`src/rtl/fpl_pkg.sv`:
```
`default_nettype none
package fpl_pkg;

   localparam int CSR_INDEX_BITS = 3;
   localparam int CSR_DATA_BITS  = 8;

   localparam logic [CSR_INDEX_BITS-1:0] CSR_TARGET_SELECT  = 3'd0;
   localparam logic [CSR_INDEX_BITS-1:0] CSR_RESET_HOLD     = 3'd1;
   localparam logic [CSR_INDEX_BITS-1:0] CSR_RELEASE_WAIT   = 3'd2;
   localparam logic [CSR_INDEX_BITS-1:0] CSR_FINISH_WAIT    = 3'd3;
   localparam logic [CSR_INDEX_BITS-1:0] CSR_INIT_CLOCKS    = 3'd4;

   localparam logic [7:0] RESET_HOLD_DEFAULT   = 8'd2;
   localparam logic [7:0] RELEASE_WAIT_DEFAULT = 8'd5;
   localparam logic [7:0] FINISH_WAIT_DEFAULT  = 8'd5;
   localparam logic [6:0] INIT_CLOCKS_DEFAULT  = 7'd40;
   localparam logic [6:0] INIT_CLOCKS_MAX      = 7'd64;
   localparam logic [6:0] INIT_CLOCKS_MIN      = 7'd1;
   localparam logic [2:0] BIT_LAST             = 3'd7;

   typedef enum logic [1:0] {
      CMD_START  = 2'd0,
      CMD_DATA   = 2'd1,
      CMD_FINISH = 2'd2
   } cmd_type;

   typedef enum logic [1:0] {
      PH_IDLE = 2'd0,
      PH_LOAD = 2'd1,
      PH_HELD = 2'd2
   } phase_type;

   typedef enum logic [2:0] {
      ST_OK    = 3'd0,
      ST_START = 3'd1,
      ST_DATA  = 3'd2,
      ST_DONE  = 3'd3,
      ST_ORDER = 3'd4
   } status_type;

   typedef enum logic [1:0] {
      JOB_START  = 2'd0,
      JOB_DATA   = 2'd1,
      JOB_FINISH = 2'd2,
      JOB_REJECT = 2'd3
   } job_kind_type;

   typedef struct packed {
      job_kind_type kind;
      logic         fail;
      logic [7:0]   data_byte;
      logic [2:0]   err_pos;
      logic         ldb;
      logic         ncfg;
   } job_type;

   typedef struct packed {
      logic       target_select;
      logic [7:0] reset_hold_cycles;
      logic [7:0] release_wait_cycles;
      logic [7:0] finish_wait_cycles;
      logic [6:0] init_clocks;
   } cfg_type;

endpackage
`default_nettype wire

```
`src/rtl/fpl_req_if.sv`:
```
`default_nettype none
interface fpl_req_if;
   logic       valid;
   logic       ready;
   logic [1:0] cmd;
   logic [7:0] data_byte;
   logic [7:0] nstatus_samples;
   logic       conf_done_level;

   modport source (output valid, output cmd, output data_byte, output nstatus_samples,
                   output conf_done_level, input ready);
   modport sink (input valid, input cmd, input data_byte, input nstatus_samples,
                 input conf_done_level, output ready);
endinterface
`default_nettype wire

```
`src/rtl/fpl_rsp_if.sv`:
```
`default_nettype none
interface fpl_rsp_if #(
   parameter int IDX_BITS = 24
);
   logic                valid;
   logic                ready;
   logic                target;
   logic                nconfig_level;
   logic                clock_pulse;
   logic                data0_level;
   logic [7:0]          hold_cycles;
   logic [2:0]          status;
   logic [IDX_BITS-1:0] error_byte;
   logic [2:0]          error_bit;
   logic                last;

   modport source (output valid, output target, output nconfig_level, output clock_pulse,
                   output data0_level, output hold_cycles, output status,
                   output error_byte, output error_bit, output last, input ready);
   modport sink (input valid, input target, input nconfig_level, input clock_pulse,
                 input data0_level, input hold_cycles, input status,
                 input error_byte, input error_bit, input last, output ready);
endinterface
`default_nettype wire

```
`src/rtl/fpga_passive_serial_loader_unit.sv`:
```
// channel    dir  handshake        payload
// req_chan   in   valid/ready      cmd, data_byte, nstatus_samples, conf_done_level
// rsp_chan   out  valid/ready      target .. last, one pin step per beat
// csr_*      in   write enable     csr_index, csr_write_data
//
// the back end issues one result beat per cycle while the queue holds a job and rsp is
// not stalled; a data byte takes 1 to 8 beats, start 2, finish 1 to 64 (init_clocks), others 1
// the front end takes a command per cycle while the two-entry queue has room
// synchronous reset clears phase, byte index, queue and output valid
// rsp stalls hold the output register; the front keeps filling the queue
`default_nettype none
module fpga_passive_serial_loader_unit
   import fpl_pkg::*;
#(
   parameter int BYTE_INDEX_BITS = 24
) (
   input  wire                      clock,
   input  wire                      reset,
   input  wire                      csr_write_enable,
   input  wire [CSR_INDEX_BITS-1:0] csr_index,
   input  wire [CSR_DATA_BITS-1:0]  csr_write_data,
   fpl_req_if.sink                  req_chan,
   fpl_rsp_if.source                rsp_chan
);

   cfg_type                    cfg_ff;
   logic                       q_push, q_pop, q_empty, q_full;
   job_type                    push_job, head_job;
   logic [BYTE_INDEX_BITS-1:0] push_idx, head_idx;

   always_ff @(posedge clock) begin
      if (reset) begin
         cfg_ff.target_select       <= 1'b0;
         cfg_ff.reset_hold_cycles   <= RESET_HOLD_DEFAULT;
         cfg_ff.release_wait_cycles <= RELEASE_WAIT_DEFAULT;
         cfg_ff.finish_wait_cycles  <= FINISH_WAIT_DEFAULT;
         cfg_ff.init_clocks         <= INIT_CLOCKS_DEFAULT;
      end else if (csr_write_enable) begin
         unique case (csr_index)
            CSR_TARGET_SELECT: cfg_ff.target_select       <= csr_write_data[0];
            CSR_RESET_HOLD:    cfg_ff.reset_hold_cycles   <= csr_write_data;
            CSR_RELEASE_WAIT:  cfg_ff.release_wait_cycles <= csr_write_data;
            CSR_FINISH_WAIT:   cfg_ff.finish_wait_cycles  <= csr_write_data;
            CSR_INIT_CLOCKS:   cfg_ff.init_clocks         <= csr_write_data[6:0];
            default: begin
            end
         endcase
      end
   end

   fpl_front #(
      .IDX_BITS (BYTE_INDEX_BITS)
   ) u_front (
      .clock    (clock),
      .reset    (reset),
      .req_chan (req_chan),
      .q_full   (q_full),
      .q_push   (q_push),
      .q_job    (push_job),
      .q_idx    (push_idx)
   );

   fpl_queue #(
      .IDX_BITS (BYTE_INDEX_BITS)
   ) u_queue (
      .clock    (clock),
      .reset    (reset),
      .push     (q_push),
      .push_job (push_job),
      .push_idx (push_idx),
      .pop      (q_pop),
      .head_job (head_job),
      .head_idx (head_idx),
      .empty    (q_empty),
      .full     (q_full)
   );

   fpl_back #(
      .IDX_BITS (BYTE_INDEX_BITS)
   ) u_back (
      .clock    (clock),
      .reset    (reset),
      .cfg      (cfg_ff),
      .job      (head_job),
      .job_idx  (head_idx),
      .q_empty  (q_empty),
      .q_pop    (q_pop),
      .rsp_chan (rsp_chan)
   );

   // a data error beat is a pulse and ends its command
   a_data_err_last: assert property (@(posedge clock) disable iff (reset)
      rsp_chan.valid && rsp_chan.status == ST_DATA |-> rsp_chan.clock_pulse && rsp_chan.last)
      else $error("data error beat not a closing pulse");

   // every error beat ends its command
   a_err_last: assert property (@(posedge clock) disable iff (reset)
      rsp_chan.valid && rsp_chan.status != ST_OK |-> rsp_chan.last)
      else $error("error beat not last");

   // error position only on data errors
   a_err_fields: assert property (@(posedge clock) disable iff (reset)
      rsp_chan.valid && rsp_chan.status != ST_DATA
      |-> rsp_chan.error_bit == 3'd0 && rsp_chan.error_byte == '0)
      else $error("error position outside data error");

   // nothing is popped from an empty queue
   a_pop_nonempty: assert property (@(posedge clock) disable iff (reset)
      q_pop |-> !q_empty)
      else $error("queue popped while empty");

endmodule
`default_nettype wire

```
`src/rtl/fpl_front.sv`:
```
`default_nettype none
module fpl_front
   import fpl_pkg::*;
#(
   parameter int IDX_BITS = 24
) (
   input  wire                 clock,
   input  wire                 reset,
   fpl_req_if.sink             req_chan,
   input  wire                 q_full,
   output logic                q_push,
   output job_type             q_job,
   output logic [IDX_BITS-1:0] q_idx
);

   phase_type           phase_ff, phase_in;
   logic [IDX_BITS-1:0] idx_ff, idx_in;
   logic                ldb_ff, ldb_in;
   logic [2:0]          zero_pos;
   logic                ns_err;
   logic [2:0]          end_pos;

   assign req_chan.ready = !q_full;
   assign q_push         = req_chan.valid && !q_full;
   assign q_idx          = idx_ff;

   // first low nstatus sample
   always_comb begin
      zero_pos = BIT_LAST;
      for (int i = 7; i >= 0; i--) begin
         if (!req_chan.nstatus_samples[i]) begin
            zero_pos = 3'(i);
         end
      end
      ns_err  = !(&req_chan.nstatus_samples);
      end_pos = ns_err ? zero_pos : BIT_LAST;
   end

   always_comb begin
      phase_in        = phase_ff;
      idx_in          = idx_ff;
      ldb_in          = ldb_ff;
      q_job.kind      = JOB_REJECT;
      q_job.fail      = 1'b0;
      q_job.data_byte = req_chan.data_byte;
      q_job.err_pos   = zero_pos;
      q_job.ldb       = ldb_ff;
      q_job.ncfg      = (phase_ff != PH_HELD);
      priority if (req_chan.cmd == CMD_START) begin
         q_job.kind = JOB_START;
         q_job.fail = req_chan.nstatus_samples[0];
         if (req_chan.nstatus_samples[0]) begin
            phase_in = PH_HELD;
         end else begin
            phase_in = PH_LOAD;
            idx_in   = '0;
         end
      end else if (req_chan.cmd == CMD_DATA && phase_ff == PH_LOAD) begin
         q_job.kind = JOB_DATA;
         q_job.fail = ns_err;
         ldb_in     = req_chan.data_byte[end_pos];
         if (ns_err) begin
            phase_in = PH_IDLE;
         end else if (!(&idx_ff)) begin
            idx_in = idx_ff + 1'b1;
         end
      end else if (req_chan.cmd == CMD_FINISH && phase_ff == PH_LOAD) begin
         q_job.kind = JOB_FINISH;
         q_job.fail = !req_chan.conf_done_level;
         phase_in   = PH_IDLE;
      end else begin
         q_job.kind = JOB_REJECT;
      end
   end

   always_ff @(posedge clock) begin
      if (reset) begin
         phase_ff <= PH_IDLE;
         idx_ff   <= '0;
         ldb_ff   <= 1'b0;
      end else if (q_push) begin
         phase_ff <= phase_in;
         idx_ff   <= idx_in;
         ldb_ff   <= ldb_in;
      end
   end

endmodule
`default_nettype wire

```
`src/rtl/fpl_queue.sv`:
```
`default_nettype none
module fpl_queue
   import fpl_pkg::*;
#(
   parameter int IDX_BITS = 24
) (
   input  wire                 clock,
   input  wire                 reset,
   input  wire                 push,
   input  job_type             push_job,
   input  wire [IDX_BITS-1:0]  push_idx,
   input  wire                 pop,
   output job_type             head_job,
   output logic [IDX_BITS-1:0] head_idx,
   output logic                empty,
   output logic                full
);

   job_type             job_ff [2];
   logic [IDX_BITS-1:0] idx_ff [2];
   logic                wr_ptr_ff, wr_ptr_in;
   logic                rd_ptr_ff, rd_ptr_in;
   logic [1:0]          count_ff, count_in;

   assign empty    = (count_ff == 2'd0);
   assign full     = (count_ff == 2'd2);
   assign head_job = job_ff[rd_ptr_ff];
   assign head_idx = idx_ff[rd_ptr_ff];

   always_comb begin
      wr_ptr_in = push ? !wr_ptr_ff : wr_ptr_ff;
      rd_ptr_in = pop ? !rd_ptr_ff : rd_ptr_ff;
      count_in  = count_ff + 2'(push) - 2'(pop);
   end

   always_ff @(posedge clock) begin
      if (reset) begin
         wr_ptr_ff <= 1'b0;
         rd_ptr_ff <= 1'b0;
         count_ff  <= 2'd0;
      end else begin
         wr_ptr_ff <= wr_ptr_in;
         rd_ptr_ff <= rd_ptr_in;
         count_ff  <= count_in;
      end
   end

   always_ff @(posedge clock) begin
      if (push) begin
         job_ff[wr_ptr_ff] <= push_job;
         idx_ff[wr_ptr_ff] <= push_idx;
      end
   end

endmodule
`default_nettype wire

```
`src/rtl/fpl_back.sv`:
```
`default_nettype none
module fpl_back
   import fpl_pkg::*;
#(
   parameter int IDX_BITS = 24
) (
   input  wire                 clock,
   input  wire                 reset,
   input  cfg_type             cfg,
   input  job_type             job,
   input  wire [IDX_BITS-1:0]  job_idx,
   input  wire                 q_empty,
   output logic                q_pop,
   fpl_rsp_if.source           rsp_chan
);

   logic [5:0]          k_ff, k_in;
   logic                valid_ff, valid_in;
   logic                target_ff, ncfg_ff, clk_ff, d0_ff, last_ff;
   logic [7:0]          hold_ff;
   status_type          st_ff;
   logic [IDX_BITS-1:0] eb_ff;
   logic [2:0]          ebit_ff;

   logic                ncfg_c, clk_c, d0_c, last_c;
   logic [7:0]          hold_c;
   status_type          st_c;
   logic [IDX_BITS-1:0] eb_c;
   logic [2:0]          ebit_c;
   logic [6:0]          n_clamp, n_m1;
   logic                advance, fire;

   assign advance = !valid_ff || rsp_chan.ready;
   assign fire    = advance && !q_empty;
   assign q_pop   = fire && last_c;

   always_comb begin
      if (cfg.init_clocks < INIT_CLOCKS_MIN) begin
         n_clamp = INIT_CLOCKS_MIN;
      end else if (cfg.init_clocks > INIT_CLOCKS_MAX) begin
         n_clamp = INIT_CLOCKS_MAX;
      end else begin
         n_clamp = cfg.init_clocks;
      end
      n_m1 = n_clamp - 7'd1;
   end

   always_comb begin
      ncfg_c = 1'b1;
      clk_c  = 1'b0;
      d0_c   = job.ldb;
      hold_c = 8'd0;
      st_c   = ST_OK;
      eb_c   = '0;
      ebit_c = 3'd0;
      last_c = 1'b1;
      unique case (job.kind)
         JOB_START: begin
            ncfg_c = 1'b0;
            if (!k_ff[0]) begin
               hold_c = cfg.reset_hold_cycles;
               last_c = 1'b0;
            end else if (job.fail) begin
               st_c = ST_START;
            end else begin
               ncfg_c = 1'b1;
               hold_c = cfg.release_wait_cycles;
            end
         end
         JOB_DATA: begin
            clk_c = 1'b1;
            d0_c  = job.data_byte[k_ff[2:0]];
            if (job.fail && k_ff[2:0] == job.err_pos) begin
               st_c   = ST_DATA;
               eb_c   = job_idx;
               ebit_c = k_ff[2:0];
            end else if (k_ff[2:0] == BIT_LAST) begin
               hold_c = cfg.finish_wait_cycles;
            end else begin
               last_c = 1'b0;
            end
         end
         JOB_FINISH: begin
            if (job.fail) begin
               st_c = ST_DONE;
            end else begin
               clk_c  = 1'b1;
               last_c = (k_ff == n_m1[5:0]);
            end
         end
         JOB_REJECT: begin
            ncfg_c = job.ncfg;
            st_c   = ST_ORDER;
         end
         default: begin
            st_c = ST_ORDER;
         end
      endcase
   end

   always_comb begin
      valid_in = advance ? !q_empty : valid_ff;
      if (q_pop) begin
         k_in = 6'd0;
      end else if (fire) begin
         k_in = k_ff + 6'd1;
      end else begin
         k_in = k_ff;
      end
   end

   always_ff @(posedge clock) begin
      if (reset) begin
         valid_ff <= 1'b0;
         k_ff     <= 6'd0;
      end else begin
         valid_ff <= valid_in;
         k_ff     <= k_in;
      end
   end

   always_ff @(posedge clock) begin
      if (fire) begin
         target_ff <= cfg.target_select;
         ncfg_ff   <= ncfg_c;
         clk_ff    <= clk_c;
         d0_ff     <= d0_c;
         hold_ff   <= hold_c;
         st_ff     <= st_c;
         eb_ff     <= eb_c;
         ebit_ff   <= ebit_c;
         last_ff   <= last_c;
      end
   end

   assign rsp_chan.valid         = valid_ff;
   assign rsp_chan.target        = target_ff;
   assign rsp_chan.nconfig_level = ncfg_ff;
   assign rsp_chan.clock_pulse   = clk_ff;
   assign rsp_chan.data0_level   = d0_ff;
   assign rsp_chan.hold_cycles   = hold_ff;
   assign rsp_chan.status        = st_ff;
   assign rsp_chan.error_byte    = eb_ff;
   assign rsp_chan.error_bit     = ebit_ff;
   assign rsp_chan.last          = last_ff;

endmodule
`default_nettype wire
```
`src/flat_wrapper.sv`:
```
// flat-port wrapper written by rule: the top's interface ports become plain ports
module fpga_passive_serial_loader_unit_flat import fpl_pkg::*;
#(
   parameter int BYTE_INDEX_BITS = 24
)
  (clock, reset, csr_write_enable, csr_index, csr_write_data, req_chan_valid, req_chan_cmd, req_chan_data_byte, req_chan_nstatus_samples, req_chan_conf_done_level, req_chan_ready, rsp_chan_valid, rsp_chan_target, rsp_chan_nconfig_level, rsp_chan_clock_pulse, rsp_chan_data0_level, rsp_chan_hold_cycles, rsp_chan_status, rsp_chan_error_byte, rsp_chan_error_bit, rsp_chan_last, rsp_chan_ready);
  fpl_req_if req_chan_i ();
  fpl_rsp_if rsp_chan_i ();
  input  wire clock;
  input  wire reset;
  input  wire csr_write_enable;
  input  wire [CSR_INDEX_BITS-1:0] csr_index;
  input  wire [CSR_DATA_BITS-1:0] csr_write_data;
  input wire logic [$bits(req_chan_i.valid)-1:0] req_chan_valid;
  input wire logic [$bits(req_chan_i.cmd)-1:0] req_chan_cmd;
  input wire logic [$bits(req_chan_i.data_byte)-1:0] req_chan_data_byte;
  input wire logic [$bits(req_chan_i.nstatus_samples)-1:0] req_chan_nstatus_samples;
  input wire logic [$bits(req_chan_i.conf_done_level)-1:0] req_chan_conf_done_level;
  output wire logic [$bits(req_chan_i.ready)-1:0] req_chan_ready;
  output wire logic [$bits(rsp_chan_i.valid)-1:0] rsp_chan_valid;
  output wire logic [$bits(rsp_chan_i.target)-1:0] rsp_chan_target;
  output wire logic [$bits(rsp_chan_i.nconfig_level)-1:0] rsp_chan_nconfig_level;
  output wire logic [$bits(rsp_chan_i.clock_pulse)-1:0] rsp_chan_clock_pulse;
  output wire logic [$bits(rsp_chan_i.data0_level)-1:0] rsp_chan_data0_level;
  output wire logic [$bits(rsp_chan_i.hold_cycles)-1:0] rsp_chan_hold_cycles;
  output wire logic [$bits(rsp_chan_i.status)-1:0] rsp_chan_status;
  output wire logic [$bits(rsp_chan_i.error_byte)-1:0] rsp_chan_error_byte;
  output wire logic [$bits(rsp_chan_i.error_bit)-1:0] rsp_chan_error_bit;
  output wire logic [$bits(rsp_chan_i.last)-1:0] rsp_chan_last;
  input wire logic [$bits(rsp_chan_i.ready)-1:0] rsp_chan_ready;
  assign req_chan_i.valid = req_chan_valid;
  assign req_chan_i.cmd = req_chan_cmd;
  assign req_chan_i.data_byte = req_chan_data_byte;
  assign req_chan_i.nstatus_samples = req_chan_nstatus_samples;
  assign req_chan_i.conf_done_level = req_chan_conf_done_level;
  assign req_chan_ready = req_chan_i.ready;
  assign rsp_chan_valid = rsp_chan_i.valid;
  assign rsp_chan_target = rsp_chan_i.target;
  assign rsp_chan_nconfig_level = rsp_chan_i.nconfig_level;
  assign rsp_chan_clock_pulse = rsp_chan_i.clock_pulse;
  assign rsp_chan_data0_level = rsp_chan_i.data0_level;
  assign rsp_chan_hold_cycles = rsp_chan_i.hold_cycles;
  assign rsp_chan_status = rsp_chan_i.status;
  assign rsp_chan_error_byte = rsp_chan_i.error_byte;
  assign rsp_chan_error_bit = rsp_chan_i.error_bit;
  assign rsp_chan_last = rsp_chan_i.last;
  assign rsp_chan_i.ready = rsp_chan_ready;
  fpga_passive_serial_loader_unit #(.BYTE_INDEX_BITS(BYTE_INDEX_BITS)) u_core (.clock(clock), .reset(reset), .csr_write_enable(csr_write_enable), .csr_index(csr_index), .csr_write_data(csr_write_data), .req_chan(req_chan_i), .rsp_chan(rsp_chan_i));
endmodule
```
`config.mk`:
```
export PLATFORM = sky130hd
export DESIGN_NAME = fpga_passive_serial_loader_unit_flat
export DESIGN_NICKNAME = d
export VERILOG_FILES = /design/src/rtl/fpl_pkg.sv /design/src/rtl/fpl_req_if.sv /design/src/rtl/fpl_rsp_if.sv /design/src/rtl/fpga_passive_serial_loader_unit.sv /design/src/rtl/fpl_front.sv /design/src/rtl/fpl_queue.sv /design/src/rtl/fpl_back.sv /design/src/flat_wrapper.sv
export SDC_FILE = /design/constraint.sdc
export NUM_CORES = 1
export LEC_CHECK = 0
export CAP_MARGIN = 20
export CORE_UTILIZATION = 43
export CTS_CLUSTER_SIZE = 40
export DETAILED_ROUTE_END_ITERATION = 10
export DONT_BUFFER_PORTS = 1
export PLACE_DENSITY = 0.56
export RECOVER_POWER = 50
export SLEW_MARGIN = 25
export SYNTH_ARGS = -nofsm -noshare
export SYNTH_HDL_FRONTEND = slang
export SYNTH_SLANG_ARGS = --single-unit
```
`constraint.sdc`:
```
create_clock -name clock -period 5.75 [get_ports clock]
set_input_delay 1.15 -clock clock [delete_from_list [all_inputs] [get_ports clock]]
set_output_delay 1.15 -clock clock [all_outputs]
set_load 0.005 [all_outputs]
```
==> results.txt, run 1 <==
Critical Path RT: 6.07 ns
HPWL after detailed placement: 10.9 mm
TNS Setup: 0 ns
R2R depth: 13
HP Class: reg2reg
post-synth top area cell: edfxtp_1
commonest non-fill, non-tap cell in the layout: edfxtp_1
Slew Limit Fails: 41
Final Power: 3.66 mW
ratio of cells with drive above 1 in the final layout: 0.0769
global-route wire length before repair: 27.1 mm
Worst EP arrival: 3.89 ns
CP Launch Type: register
Starting Density: 0.438
DR pass1 iterations: 7
ant diodes: 0
DR DRC count: 0
CTS tree: built
Final Cell Area: 8950 sq um
Post-synth ARST share: 0
Area Overhead vs Synth: 9.48%
family with the most delay on the worst path: simple AND/OR/NAND/NOR gates
initial antenna violation count: 0
maximum vdd drop: 0.214 mV
Fmax: 280 MHz
Detailed Route Iter0 Violations: 348
Post-synth EDFFs: 123
Max-cap violations: 1
sequential share of the synthesized area: 0.626
Reg clk slew, reported paths: 0.07 ns
Total Die Area: 19600 sq um
Slowest Stage Delay on Critical Path: 0.83 ns
gr usage total: 0.180
Final Util: 0.480
DIE WIDTH: 140 um
yosys warns: 0
via count: 5254
cts hold-fix bufs: 0
WL/cell: 17.9 um
Rel. slew slack: -0.339
Synth cell types: 60
skew final: 0.0115 ns
Final Hold Fails: 0
DRT Wirelength: 16.8 mm
# setup viols final: 0
Worst Hold Path EP: u_core.u_back.rsp_chan.target
row cnt: 50
vias in the first global route: 5214
setup repair after global routing missed its margin: no
P per Cell Area: 409 nW/um^2
Filler Cell Count: 1672
commonest cells after routing, fill and taps aside: 123 x edfxtp_1, 103 x nand2_1, 71 x dfxtp_1, 59 x nor2_1, 42 x a21oi_1
top_reg_cell synth: edfxtp_1
Area after DPL: 8380 sq um
total CTS buffers: 17
crit-path cells: mux2i_1 -> inv_1 -> ha_1 -> and4b_1 -> nor2_1 -> o21ai_0 -> and2_1 -> ha_1 -> inv_1 -> ha_1 -> xor2_1 -> xnor2_1 -> nor2_1
# port buffers: 0
Top-Level Pins: 80
largest fanout on the critical path: 13
clk root buf: clkbuf_16
Max H-tree Level: 4
Die Y: 140 um
Non-Filler Instances: 936
CORE AREA: 18600 sq um
Crit path buffers/inverters: 2
Post-DRT Antenna Nets: 0
grt total ovfl: 0
post-synthesis register bit count: 194
failing checks: max-capacitance violations, max-slew violations
nets: 734
worst hold stages: 0
run status: complete, but fails checks
Crit Reg-Reg Endpoint: u_core.u_queue.count_ff[1]
Clk Latency, worst-skew pair: 0.43 ns
HP Start: u_core.cfg_ff[31]
R2R Setup Slk: 2.17 ns
clock period minus worst slack: 3.58 ns
Setup Buffers After CTS: 0
CTS sink cnt: 194
cells after synthesis: 694
share of the synthesized area in the top cell type: 0.452
Mapped Area: 8170 sq um
syn avg cell area: 11.8 sq um
Max Buffers Root-to-Sink: 2
Leak Pwr: 3.13 nW
vias per cell: 5.61
routability cong.: 0.803
CTS-repair resized insts: 0
top post-synthesis cells by area: edfxtp_1 45%, dfxtp_1 17%, nand2_1 4.7%
dpl cells: 904
Worst-Margin Slew: 2.01 ns
most used cell along the critical path: ha_1
largest net degree at the start of global routing: 53
Slowest-stage cell, CP: dfxtp_1
worst setup path category: reg2reg
Synth Net Count: 739
final period utilization: 0.622
CP Capture Type: register
-- worst register-to-register path, cell delays in order, from the launching register on --
cell and delay (ns):
dfxtp_1 0.83, mux2i_1 0.39, inv_1 0.12, ha_1 0.29
and4b_1 0.28, nor2_1 0.33, o21ai_0 0.18, and2_1 0.20
ha_1 0.29, inv_1 0.06, ha_1 0.15, xor2_1 0.17
xnor2_1 0.14, nor2_1 0.05
-- metal layers --
metal | vias up | share of wire | GRT usage
met5 | - | 0 | 0
met4 | 0 | 0.019 | 0.0682
met3 | 30 | 0.041 | 0.0499
met2 | 127 | 0.50 | 0.300
met1 | 2593 | 0.44 | 0.223
li1 | 2504 | - | -
-- flip-flops by register name (all words and copies together), names as in the netlist, named ones only --
name	cells
u_core.u_back.rsp_chan.valid	1
u_core.u_back.rsp_chan.clock_pulse	1
u_core.u_back.k_ff	6
u_core.u_back.rsp_chan.last	1
u_core.u_back.rsp_chan.error_bit	3
u_core.u_back.rsp_chan.data0_level	1
u_core.u_back.rsp_chan.status	3
u_core.cfg_ff	32
u_core.u_queue.job_ff	32
u_core.u_front.phase_ff	2
u_core.u_back.rsp_chan.nconfig_level	1
u_core.u_front.ldb_ff	1
u_core.u_queue.wr_ptr_ff	1
u_core.u_queue.rd_ptr_ff	1
u_core.u_queue.idx_ff	48
u_core.u_back.rsp_chan.error_byte	24
u_core.u_front.q_idx	24
u_core.u_back.rsp_chan.target	1
u_core.u_back.rsp_chan.hold_cycles	8
u_core.u_queue.count_ff	2
-- cell usage after synthesis, drive strengths merged (4+ instances only) --
library cell  instances
xor2                 22
buf                   8
mux2i                32
or3                   7
a22oi                 9
a21o                  4
dfxtp                71
nor3                  6
mux4                  6
nand3b               12
nor4                  6
nand2               103
and4                  5
a31oi                 4
ha                   10
o21ai                19
clkbuf               19
edfxtp              123
inv                  11
nand3                17
nand2b               10
nor2                 61
a21oi                42
xnor2                 4
nand4                18
nor2b                 8
and3                 16
and2                  9
-- metrics by stage --
step	worst slack [ns]	hold slack (ns)
6_report	2.17	0.432
5_1_grt	1.85	0.444
4_1_cts	2.15	0.433
3_5_place_dp	2.16	0.417
3_3_place_gp	2.20	0.417
2_1_floorplan	1.69	0.408
-- final cells by class --
cell class              instances  area, sq um  share of cell area
multi-input cells             460         2900               0.324
inverters                      13         51.3             0.00573
well taps                     234          293              0.0327
flip-flops and latches        194         5110               0.572
repair buffers                  3         22.5             0.00252
clock buffers                  23          499              0.0558
clock inverters                 9         70.1             0.00783
-- worst max-delay path by stage --
stage	cells after the start	startpoint	to	slack (ns)
floorplan	10	rsp_chan_ready	u_core.u_queue.count_ff[1]	1.69
global placement	10	rsp_chan_ready	u_core.u_queue.count_ff[1]	2.20
detailed placement	13	register	u_core.u_queue.count_ff[1]	2.16
CTS	13	register	u_core.u_queue.count_ff[1]	2.15
global route	13	register	u_core.u_queue.count_ff[1]	1.85
finish	13	register	u_core.u_queue.count_ff[1]	2.17
-- where the power goes --
group	internal (mW)	switching, mW
clock network	0.621	0.514
logic	0.215	0.392
registers	1.77	0.144
total	2.61	1.05
-- kinds of logic (layout without fill, tap and decap cells) --
logic type / count (synthesis) / in the layout / synth area share
flops: 194 / 194 / 0.626
simple gates: 290 / 290 / 0.180
fa+ha+maj: 10 / 10 / 0.0153
buf+inv: 40 / 48 / 0.0207
xor+xnor: 26 / 26 / 0.0279
mux: 41 / 41 / 0.0599
compound gates: 93 / 93 / 0.0703
Note: power is estimated with default switching activity, not from simulation.
==> run 2, diff against run 1 <==
- PLACE_DENSITY: 0.56 -> 0.58
- clock period: 5.75 -> 3 ns (I/O delays scaled with it)
==> run 2 against run 1 <==
Effect of this change:
- the flow now finishes without violations
- non-clock buffer count is 31 higher
- combinational power increased by 120%
- via count rose by 2.0%
- count of clock-buffer cells in the layout is 6 lower
- final area increased by 2.7%
- first-iteration DRC count shrank 8.3%
- maximum frequency grew 21%
- power is 94% higher
- register-to-register slack got worse by 2.1 ns
- largest cell class unchanged
==> results.txt, run 2 (synthesis gave the netlist of run 1 again) <==
Worst path depth: 15 (+2)
R2R Setup Slk: 0.06 ns (-2.12 ns)
largest registers: u_core.u_queue.idx_ff: 48 flops, u_core.cfg_ff: 32 flops, u_core.u_queue.job_ff: 32 flops
post-route worst setup slack: 0.0559 ns (-2.12 ns)
HPWL after detailed placement: 11.6 mm (+6.6%)
vias in the first global route: 5495 (+5.4%)
Final Hold Fails: 0 (unchanged)
Sequential cell area: 5120 sq um (+0.12%)
setup repair after global routing missed its margin: yes
CP Launch Type: register
CTS tree: built
crit path capture: u_core.u_queue.count_ff[1]
grt total ovfl: 0 (unchanged)
Reg clk slew, reported paths: 0.07 ns (about the same)
Max Buffers Root-to-Sink: 2 (unchanged)
# setup viols final: 0 (unchanged)
vias per cell: 5.55 (-1.2%)
DRT Wirelength: 17.2 mm (+2.7%)
commonest cells after routing, fill and taps aside: 123 x edfxtp_1, 103 x nand2_1, 68 x dfxtp_1, 59 x nor2_1, 42 x a21oi_1
CP Capture Type: register
largest fanout on the critical path: 3 (-10)
Fmax: 340 MHz (+21%)
Post-DRT Antenna Nets: 0 (unchanged)
Rel. slew slack: 0.100 (+0.439)
Max H-tree Level: 4 (unchanged)
skew final: 0.00984 ns (-0.00169 ns)
critical path startpoint: u_core.cfg_ff[4]
Filler Cell Count: 1666 (-0.36%)
Slew Limit Fails: 0 (-100%)
routability cong.: 0.854 (+6.3%)
Die Y: 140 um (unchanged)
Detailed Route Iter0 Violations: 319 (-8.3%)
final period utilization: 0.981 (+0.360)
Clk Latency, worst-skew pair: 0.42 ns (about the same)
Multi-input gate area: 2930 sq um (+1.3%)
global-route wire length before repair: 28.1 mm (+3.6%)
R2R depth: 15 (+2)
cts hold-fix bufs: 0 (unchanged)
Total Die Area: 19600 sq um (unchanged)
Final Power: 7.08 mW (+94%)
worst r2r src: u_core.cfg_ff[4]
Fin Hold WS: 0.241 ns (-0.191 ns)
most used cell along the critical path: ha_2
Max-cap violations: 0 (-1)
clock period minus worst slack: 2.94 ns (-0.631 ns)
worst setup path category: reg2reg
maximum vdd drop: 0.428 mV (+100%)
WL/cell: 17.8 um (-0.49%)
Leak Pwr: 3.26 nW (+4.3%)
Slowest-stage cell, CP: dfxtp_2
commonest non-fill, non-tap cell in the layout: edfxtp_1
dpl cells: 924 (+2.2%)
Critical Path RT: 3.32 ns (-2.75 ns)
P per Cell Area: 771 nW/um^2 (+89%)
DR pass1 iterations: 5 (-2)
ratio of cells with drive above 1 in the final layout: 0.124 (+0.0474)
Top-Level Pins: 80 (unchanged)
Area Overhead vs Synth: 12.5%
Starting Density: 0.438 (unchanged)
# port buffers: 0 (unchanged)
Worst-Margin Slew: 1.35 ns (-0.659 ns)
Slowest Stage Delay on Critical Path: 0.33 ns (-0.50 ns)
DP Worst Slack: -0.0592 ns (-2.22 ns)
Worst EP arrival: 3.26 ns (-0.63 ns)
Crit path buffers/inverters: 1 (-1)
CTS sink cnt: 194 (unchanged)
crit-path cells: nor4_4 -> nor2b_1 -> o21ai_1 -> ha_2 -> and3_4 -> a211oi_4 -> xor2_2 -> o21ai_2 -> and2_1 -> ha_1 -> inv_1 -> ha_2 -> xor2_1 -> xnor2_1 -> nor2_1
Crit Reg-Reg Endpoint: u_core.u_queue.count_ff[1]
CORE AREA: 18600 sq um (unchanged)
initial antenna violation count: 0 (unchanged)
Highest Signal Layer: met4
largest net degree at the start of global routing: 52 (-1.9%)
nets: 765 (+4.2%)
routed length on met1: 7.42 mm (+0.13%)
Non-Filler Instances: 966 (+3.2%)
DR DRC count: 0 (unchanged)
via count: 5359 (+2.0%)
ant diodes: 0 (unchanged)
met3 WL: 838 um (+21%)
total CTS buffers: 17 (unchanged)
run status: completed
clk root buf: clkbuf_16
max reg flops: 48 (unchanged)
HP Class: in2reg
family with the most delay on the worst path: simple AND/OR/NAND/NOR gates
gr usage total: 0.186 (+0.00521)
Largest Register: u_core.u_queue.idx_ff
DIE WIDTH: 140 um (unchanged)
row cnt: 50 (unchanged)
met2 WL: 8.76 mm (+5.1%)
-- run 2: power breakdown --
part	total, mW	internal [mW]	switching [mW]
combinational	1.36	0.546	0.815
clock	2.06	1.07	0.994
sequential	3.66	3.40	0.261
-- run 2: worst reg2reg max path, delay by kind of cell, from the launching register on --
family | cells | cell delay (ns)
compound gates | 3 | 0.43
fa+ha+maj | 3 | 0.65
xor+xnor | 3 | 0.52
flops | 1 | 0.33
buf+inv | 1 | 0.06
simple gates | 5 | 0.84
-- run 2: routing by layer --
layer | vias up | global-route usage
met5 | - | 0
met4 | 0 | 0.0515
met3 | 19 | 0.0499
met2 | 116 | 0.327
met1 | 2655 | 0.222
li1 | 2569 | -
-- run 2: worst min path at each step --
| stage | startpoint | to | slack, ns | depth (start not counted) |
|---|---|---|---|---|
| global route | reset | u_core.cfg_ff[8] | 0.22 | 1 |
| global placement | u_core.cfg_ff[31] | u_core.u_back.rsp_chan.target | 0.42 | 0 |
| floorplan | u_core.cfg_ff[31] | u_core.u_back.rsp_chan.target | 0.41 | 0 |
| CTS | reset | u_core.u_queue.count_ff[0] | 0.22 | 1 |
| detailed placement | u_core.cfg_ff[31] | u_core.u_back.rsp_chan.target | 0.43 | 0 |
| finish | reset | u_core.u_back.rsp_chan.valid | 0.24 | 1 |
-- run 2: timing repair --
item	in CTS	in global routing
pin swaps	8	9
endpoints found under the setup margin	1	2
gates resized for setup	6	5
buffers inserted	11	0
-- run 2: area by class of cell --
type / instances / area share
clock buffers: 17 / 0.0463
clock inverters: 14 / 0.0117
well taps: 234 / 0.0319
repair buffers: 34 / 0.0285
inverters: 13 / 0.00545
multi-input cells: 460 / 0.319
flip-flops and latches: 194 / 0.557
-- run 2: through the flow --
stage | utilization | setup TNS, ns | instance area, sq um
finish | 0.493 | 0 | 9190
global route | 0.493 | -0.0911 | 9190
CTS | 0.492 | 0 | 9180
detailed placement | 0.458 | -0.0592 | 8550
global placement | 0.458 | 0 | 8550
floorplan | - | -0.0256 | 8180
